$ cat src/dtt_pkg.sv
package dtt_pkg;

    localparam int DATA_W   = 64;
    localparam int COUNT_W  = 11;
    localparam int CFG_IDX_W = 2;

    typedef enum logic [1:0] {
        FUNC_TRANSLATE = 2'd0,
        FUNC_PUT       = 2'd1,
        FUNC_GET       = 2'd2,
        FUNC_STUFF     = 2'd3
    } func_t;

    typedef enum logic [1:0] {
        NOTICE_NONE  = 2'd0,
        NOTICE_MAP   = 2'd1,
        NOTICE_UNMAP = 2'd2
    } notice_t;

    localparam logic STATUS_OK  = 1'b0;
    localparam logic STATUS_ERR = 1'b1;

    localparam logic [CFG_IDX_W-1:0] CFG_TABLE_ID    = 2'd0;
    localparam logic [CFG_IDX_W-1:0] CFG_PAGE_SHIFT  = 2'd1;
    localparam logic [CFG_IDX_W-1:0] CFG_WINDOW_BASE = 2'd2;
    localparam logic [CFG_IDX_W-1:0] CFG_ENTRIES     = 2'd3;

    localparam logic [5:0]        PAGE_SHIFT_RESET = 6'hC;
    localparam logic [DATA_W-1:0] BUS_ID_HIGH_MASK = 64'hFFFFFFFF00000000;

    typedef enum logic [2:0] {
        ST_CLEAR,
        ST_IDLE,
        ST_PREP,
        ST_LOOK,
        ST_READ,
        ST_DONE
    } state_t;

    typedef struct packed {
        logic [31:0]       table_id;
        logic [5:0]        pg_bits;
        logic [DATA_W-1:0] window_base;
    } cfg_t;

    typedef struct packed {
        logic               status;
        logic [DATA_W-1:0]  entry_read;
        logic [DATA_W-1:0]  iova;
        logic [DATA_W-1:0]  phys_addr;
        logic [DATA_W-1:0]  offset_mask;
        logic [1:0]         perm;
        notice_t            notice;
        logic [COUNT_W-1:0] entries_written;
    } result_t;

endpackage

$ cat src/dtt_addr_unit.sv
module dtt_addr_unit #(
    parameter int IW = 10,
    parameter int NW = 11
) (
    input  logic [dtt_pkg::DATA_W-1:0] op_a,
    input  logic [dtt_pkg::DATA_W-1:0] op_b,
    input  logic                       sub,
    output logic [dtt_pkg::DATA_W-1:0] sum,
    input  logic [dtt_pkg::DATA_W-1:0] shift_src,
    input  logic [5:0]                 shift_amt,
    input  logic [NW-1:0]              limit,
    output logic [IW-1:0]              idx,
    output logic                       in_range
);
    import dtt_pkg::*;

    logic [DATA_W-1:0] shifted;
    logic [DATA_W-1:0] high_part;

    assign sum       = sub ? (op_a - op_b) : (op_a + op_b);
    assign shifted   = shift_src >> shift_amt;
    assign high_part = shifted >> NW;
    assign idx       = shifted[IW-1:0];
    assign in_range  = (high_part == '0) && (shifted[NW-1:0] < limit);

endmodule

$ cat src/dtt_seq.sv
module dtt_seq #(
    parameter int TABLE_DEPTH = 1024,
    parameter int IW          = 10,
    parameter int NW          = 11
) (
    input  logic                        aclk,
    input  logic                        aresetn,
    input  logic                        in_valid,
    output logic                        in_ready,
    input  dtt_pkg::func_t              in_func,
    input  logic [dtt_pkg::DATA_W-1:0]  in_bus_id,
    input  logic [dtt_pkg::DATA_W-1:0]  in_addr,
    input  logic [dtt_pkg::DATA_W-1:0]  in_entry_value,
    input  logic [dtt_pkg::COUNT_W-1:0] in_page_count,
    input  dtt_pkg::cfg_t               cfg,
    input  logic [NW-1:0]               live_entries,
    output logic                        res_valid,
    output dtt_pkg::result_t            res,
    input  logic                        out_free,
    output logic                        mem_wr_en,
    output logic                        mem_rd_en,
    output logic [IW-1:0]               mem_addr,
    output logic [dtt_pkg::DATA_W-1:0]  mem_wdata,
    input  logic [dtt_pkg::DATA_W-1:0]  mem_rdata
);
    import dtt_pkg::*;

    localparam logic [IW-1:0] CLR_LAST = IW'(TABLE_DEPTH - 1);

    state_t             state_reg, state_next;
    logic [IW-1:0]      clr_reg, clr_next;
    func_t              func_reg, func_next;
    logic               id_ok_reg, id_ok_next;
    logic [DATA_W-1:0]  addr_reg, addr_next;
    logic [DATA_W-1:0]  value_reg, value_next;
    logic [COUNT_W-1:0] count_reg, count_next;
    logic [COUNT_W-1:0] cnt_reg, cnt_next;
    logic [DATA_W-1:0]  rel_reg, rel_next;
    result_t            res_reg, res_next;

    logic [DATA_W-1:0]  pg_align;
    logic [DATA_W-1:0]  page_step;
    logic [DATA_W-1:0]  op_a, op_b, sum;
    logic               op_sub;
    logic [IW-1:0]      idx;
    logic               in_range;
    logic [COUNT_W-1:0] cnt_inc;
    logic               count_bad;
    logic               id_fail;

    assign pg_align  = {DATA_W{1'b1}} << cfg.pg_bits;
    assign page_step = {{(DATA_W-1){1'b0}}, 1'b1} << cfg.pg_bits;
    assign cnt_inc   = cnt_reg + COUNT_W'(1);
    assign count_bad = (count_reg == '0) || (NW'(count_reg) > live_entries);
    assign id_fail   = (func_reg != FUNC_TRANSLATE) && !id_ok_reg;

    dtt_addr_unit #(
        .IW(IW),
        .NW(NW)
    ) u_addr_unit (
        .op_a      (op_a),
        .op_b      (op_b),
        .sub       (op_sub),
        .sum       (sum),
        .shift_src (rel_reg),
        .shift_amt (cfg.pg_bits),
        .limit     (live_entries),
        .idx       (idx),
        .in_range  (in_range)
    );

    // next state
    always_comb begin
        state_next = state_reg;
        unique case (state_reg)
            ST_CLEAR: begin
                if (clr_reg == CLR_LAST) state_next = ST_IDLE;
            end
            ST_IDLE: begin
                if (in_valid) state_next = ST_PREP;
            end
            ST_PREP: begin
                if (id_fail || (func_reg == FUNC_STUFF && count_bad)) begin
                    state_next = ST_DONE;
                end else begin
                    state_next = ST_LOOK;
                end
            end
            ST_LOOK: begin
                unique case (func_reg)
                    FUNC_TRANSLATE, FUNC_GET: state_next = in_range ? ST_READ : ST_DONE;
                    FUNC_PUT:                 state_next = ST_DONE;
                    FUNC_STUFF: begin
                        if (!in_range || cnt_inc == count_reg) state_next = ST_DONE;
                    end
                endcase
            end
            ST_READ: state_next = ST_DONE;
            ST_DONE: begin
                if (out_free) state_next = ST_IDLE;
            end
            default: state_next = ST_IDLE;
        endcase
    end

    // handshake, store and shared unit controls
    always_comb begin
        in_ready  = 1'b0;
        res_valid = 1'b0;
        mem_wr_en = 1'b0;
        mem_rd_en = 1'b0;
        mem_addr  = idx;
        mem_wdata = value_reg;
        op_a      = rel_reg;
        op_b      = page_step;
        op_sub    = 1'b0;
        unique case (state_reg)
            ST_CLEAR: begin
                mem_wr_en = 1'b1;
                mem_addr  = clr_reg;
                mem_wdata = '0;
            end
            ST_IDLE: in_ready = 1'b1;
            ST_PREP: begin
                // translate takes the address as window relative already
                op_sub = 1'b1;
                if (func_reg == FUNC_TRANSLATE) begin
                    op_a = addr_reg;
                    op_b = '0;
                end else begin
                    op_a = addr_reg & pg_align;
                    op_b = cfg.window_base;
                end
            end
            ST_LOOK: begin
                unique case (func_reg)
                    FUNC_TRANSLATE, FUNC_GET: mem_rd_en = in_range;
                    FUNC_PUT, FUNC_STUFF:     mem_wr_en = in_range;
                endcase
            end
            ST_READ: ;
            ST_DONE: res_valid = 1'b1;
            default: ;
        endcase
    end

    // datapath next values
    always_comb begin
        clr_next   = clr_reg;
        func_next  = func_reg;
        id_ok_next = id_ok_reg;
        addr_next  = addr_reg;
        value_next = value_reg;
        count_next = count_reg;
        cnt_next   = cnt_reg;
        rel_next   = rel_reg;
        res_next   = res_reg;
        unique case (state_reg)
            ST_CLEAR: clr_next = clr_reg + IW'(1);
            ST_IDLE: begin
                if (in_valid) begin
                    func_next  = in_func;
                    id_ok_next = ((in_bus_id & BUS_ID_HIGH_MASK) == '0) &&
                                 (in_bus_id[31:0] == cfg.table_id);
                    addr_next  = in_addr;
                    value_next = in_entry_value;
                    count_next = in_page_count;
                    cnt_next   = '0;
                    res_next   = '0;
                end
            end
            ST_PREP: begin
                rel_next = sum;
                if (id_fail || (func_reg == FUNC_STUFF && count_bad)) begin
                    res_next.status = STATUS_ERR;
                end
            end
            ST_LOOK: begin
                unique case (func_reg)
                    FUNC_TRANSLATE: begin
                        if (!in_range) res_next.offset_mask = '1;
                    end
                    FUNC_PUT: begin
                        if (in_range) begin
                            res_next.iova        = rel_reg & pg_align;
                            res_next.phys_addr   = value_reg & pg_align;
                            res_next.offset_mask = ~pg_align;
                            res_next.perm        = value_reg[1:0];
                            res_next.notice      = (value_reg[1:0] != 2'b00) ?
                                                   NOTICE_MAP : NOTICE_UNMAP;
                        end else begin
                            res_next.status = STATUS_ERR;
                        end
                    end
                    FUNC_GET: begin
                        if (!in_range) res_next.status = STATUS_ERR;
                    end
                    FUNC_STUFF: begin
                        if (in_range) begin
                            // advance one page per entry written
                            cnt_next = cnt_inc;
                            rel_next = sum;
                            if (cnt_inc == count_reg) begin
                                res_next.status          = STATUS_OK;
                                res_next.entries_written = cnt_inc;
                            end
                        end else begin
                            res_next.status          = STATUS_ERR;
                            res_next.entries_written = cnt_reg;
                        end
                    end
                endcase
            end
            ST_READ: begin
                if (func_reg == FUNC_GET) begin
                    res_next.entry_read = mem_rdata;
                end else begin
                    res_next.iova        = rel_reg & pg_align;
                    res_next.phys_addr   = mem_rdata & pg_align;
                    res_next.offset_mask = ~pg_align;
                    res_next.perm        = mem_rdata[1:0];
                end
            end
            ST_DONE: ;
            default: ;
        endcase
    end

    always_ff @(posedge aclk) begin
        if (!aresetn) begin
            state_reg <= ST_CLEAR;
            clr_reg   <= '0;
        end else begin
            state_reg <= state_next;
            clr_reg   <= clr_next;
        end
        func_reg  <= func_next;
        id_ok_reg <= id_ok_next;
        addr_reg  <= addr_next;
        value_reg <= value_next;
        count_reg <= count_next;
        cnt_reg   <= cnt_next;
        rel_reg   <= rel_next;
        res_reg   <= res_next;
    end

    assign res = res_reg;

endmodule

$ cat config.mk
export PLATFORM = sky130hd
export DESIGN_NAME = dtt_seq
export DESIGN_NICKNAME = d
export VERILOG_FILES = /design/src/dtt_pkg.sv /design/src/dtt_addr_unit.sv /design/src/dtt_seq.sv
export SDC_FILE = /design/constraint.sdc
export NUM_CORES = 1
export LEC_CHECK = 0
export ABC_AREA = 1
export BUFFER_PORTS_ARGS = -buffer_cell sky130_fd_sc_hd__buf_2
export CORE_AREA = 5 5 281 283
export DETAILED_ROUTE_END_ITERATION = 7
export DIE_AREA = 0 0 286 288
export SYNTH_ARGS = -nofsm -noshare
export SYNTH_HDL_FRONTEND = slang
export SYNTH_SLANG_ARGS = --single-unit
$ cat constraint.sdc
create_clock -name aclk -period 41.3 [get_ports aclk]
set_clock_uncertainty 0.05 [all_clocks]
set_input_delay 4.13 -clock aclk [delete_from_list [all_inputs] [get_ports aclk]]
set_output_delay 4.13 -clock aclk [all_outputs]
set_load 0.05 [all_outputs]
==> summary.md <==
| Metric | Value |
|---|---|
| Post-synth EDFFs | 489 |
| Final Hold Vio Count | 0 |
| TNS Setup | 0 ns |
| Fmax | 74.5 MHz |
| R2R setup slack | 34.21 ns |
| Clock Sinks | 502 |
| Status | complete, no violations |
| Horiz. Die Dim | 286 um |
| Slowest-stage cell, CP | nor2_1 |
| Worst vdd ir | 0.0346 mV |
| Syn avg cell area | 8.08 um2 |
| Post-CTS setup buffer count | 0 |
| HP Class | register to register |
| Most frequent CP cell | nor2_1 |
| Commonest cells after routing, fill and taps aside | buf_2 (734), nand2_1 (711), nor2_1 (542), inv_1 (520), edfxtp_1 (489) |
| Initial DRC count | 3,566 |
| Post-synthesis compound-gate area fraction | 13.5% |
| Seq cells post-synth | 502 |
| Die Height | 288 um |
| Crit. End Element | primary output |
| Crit start category | input port |
| Synth Area in XOR/XNOR | 3.51% |
| Reg clk slew, reported paths | 0.06 ns |
| WP data required | 37.12 ns |
| Synth Instances | 3,949 |
| Placed Instances | 5,554 |
| Post-route ant nets | 0 |
| Slew @ Worst Pin | 1.11 ns |
| Synthesis Warnings | 0 |
| Max FFs per register | 272 |
| Syn Std Cell Area | 31,900 um2 |
| Starting Density | 41.8% |
| Leakage | 17.6 nW |
| Port Buffers | 735 |
| Clock buffer depth | 3 |
| Max FO, Critical Path | 32 |
| Register area share after synthesis | 46.8% |
| Initial antenna violation count | 25 |
| MaxCap Viol Count | 0 |
| Non-filler instance count after layout | 5,667 |
| Fin crit share | 32.5% |
| Asr flop ratio synth | 0% |
| Multiplexer share of the synthesized area | 0% |
| Post-synth cell types | 61 |
| Layout cells sized above 1 | 20.4% |
| Rows | 102 |
| Cell family with most CP delay | simple AND/OR/NAND/NOR gates |
| Core area | 76,400 um2 |
| GRT overflow | 0 |
| Post-synthesis simple-gate area fraction | 23.6% |
| Max-slew violation count | 0 |
| Beginning of the critical path | cfg[66] |
| Power density over the cells | 34.1 nW/um2 |
| Hold_ws | 0.431 ns |
| RSZ-0062 raised after global routing | false |
| Gr usage total | 35.7% |
| CP bufs+invs | 4 |
| Top_reg_cell synth | edfxtp_1 |
| Final nets | 5,104 |
| Total power | 1.30 mW |
| Pin count of the biggest net entering global routing | 80 |
| CTS Hold Bufs | 0 |
| Setup ws final | 27.88 ns |
| Hold wc startpoint | clr_reg[9]$_SDFFE_PN0P_ |
| Crit-path max cell delay | 0.83 ns |
| Final min period | 13.42 ns |
| Routed wire length | 156,000 um |
| Drt pass-1 iters | 6 |
| Relative slew slack | 25.4% |
| Place WS | 28.02 ns |
| Post-synthesis adder-cell area fraction | 3.67% |
| Clock Tree Root | clkbuf_16 |
| Via density | 5.67 |
| DRC errors left | 0 |
| CP Cell Sequence | buf_4 > inv_2 > nand2_2 > nor2_1 > nand2_1 > nor2_1 > inv_1 > o221a_2 > o21ai_0 > ha_1 > a21oi_1 > o21ai_0 > a21oi_1 > nand2_1 > a21oi_1 > nand2_1 > nor2_1 > nand3_1 > nor2_1 > nand2_2 > o21ai_0 > buf_2 |
| Post_cts resized | 0 |
| Post-synthesis net count | 4,428 |
| Total die area | 82,400 um2 |
| Clk_lat worst skew | 0.63 ns |
| Largest family of logic cells by synthesized area | simple AND/OR/NAND/NOR gates |
| Global placer's final weighted congestion | 1.01 |
| Number of global-route vias before repair | 30.1k |
| Vias post-DR | 32.1k |
| DR WL/cell | 27.5 um |
| Htree depth | 2 |
| Most common cell after layout, fill and taps aside | buf_2 |
| First-pass GRT wire length | 214,000 um |
| DPL Wire Length | 125,000 um |
| Critical Path AT | 9.24 ns |
| CTS tree | yes |
| IO Pins | 736 |
| Worst r2r src | func_reg[1]$_DFFE_PP_ |
| CP Class | input port to primary output |
| Area grow syn2layout | 20.0% |
| Final setup viols | 0 |
| Total CTS buffers | 57 |
[power breakdown]
part	internal (mW)	switching, mW	total, mW
sequential	0.560	0.000203	0.560
combinational	0.0805	0.163	0.243
clock	0.283	0.218	0.501
[worst register-to-register path, delay by kind of cell, from the launching register on]
family | cells | cell delay, ns
AO/OA/AOI/OAI | 6 | 1.99
XOR/XNOR | 1 | 0.15
adder cells (fa/ha/maj) | 3 | 1.05
buffers and inverters | 5 | 1.12
flip-flops | 1 | 0.48
AND/OR/NAND/NOR | 17 | 2.00
[metrics by stage]
stage	util (%)	area [um2]
2_1_floorplan	-	31900
3_3_place_gp	47.7	36500
3_5_place_dp	47.7	36500
4_1_cts	50.1	38300
5_1_grt	50.1	38300
6_report	50.1	38300
[per-layer routing]
layer | GRT usage [%] | part of all wire, % | vias to the layer above | routed length [um]
met5 | 0 | 0.062 | - | 96
met2 | 57.3 | 46 | 1659 | 71500
met4 | 14.3 | 4.9 | 14 | 7570
li1 | - | - | 14700 | -
met3 | 5.69 | 8.6 | 311 | 13400
met1 | 48.6 | 41 | 15400 | 63400
[synth_stat cells, types with 9 or more instances]
cell type,instances,area (um2)
a21oi_1,244,1220
buf_1,37,139
clkbuf_1,74,278
dfxtp_1,13,260
nor3_2,9,90.1
inv_1,522,1960
o21a_1,24,180
nor2_2,11,68.8
buf_2,35,175
nor2_1,546,2050
nand3_1,327,1640
nand2_1,711,2670
o2111ai_1,12,105
edfxtp_1,489,14700
a31oi_1,36,225
a22oi_1,29,218
ha_1,92,1150
xnor2_1,58,508
o21ai_1,13,65.1
nor4_1,28,175
nor3_1,83,415
o211ai_1,62,465
inv_2,22,82.6
xor2_1,70,613
nand4_1,22,138
buf_6,13,146
a21boi_0,10,75.1
o21ai_0,261,1310
[worst paths after layout]
path | cells past startpoint | end
worst min-delay path | 2 | clr_reg[9]$_SDFFE_PN0P_
worst max register to register | 32 | rel_reg[56]$_DFFE_PP_
worst max-delay path | 22 | mem_wr_en
worst min register to register | 2 | clr_reg[9]$_SDFFE_PN0P_
[final cells by class]
class | count | area [um2]
multi-input combinational | 2733 | 14200
clock inverter | 40 | 364
clock buffer | 61 | 1440
timing repair buffer | 782 | 4030
inverter | 549 | 2070
tap | 988 | 1240
sequential | 502 | 14900
antenna | 12 | 30.0
fill | 7690 | 38100
[kinds of logic after synthesis]
group	Yosys count
compound gates	740
xor+xnor	128
fa+ha+maj	93
buf+inv	714
flops	502
simple gates	1772
Power figures use the tool's default switching activity.
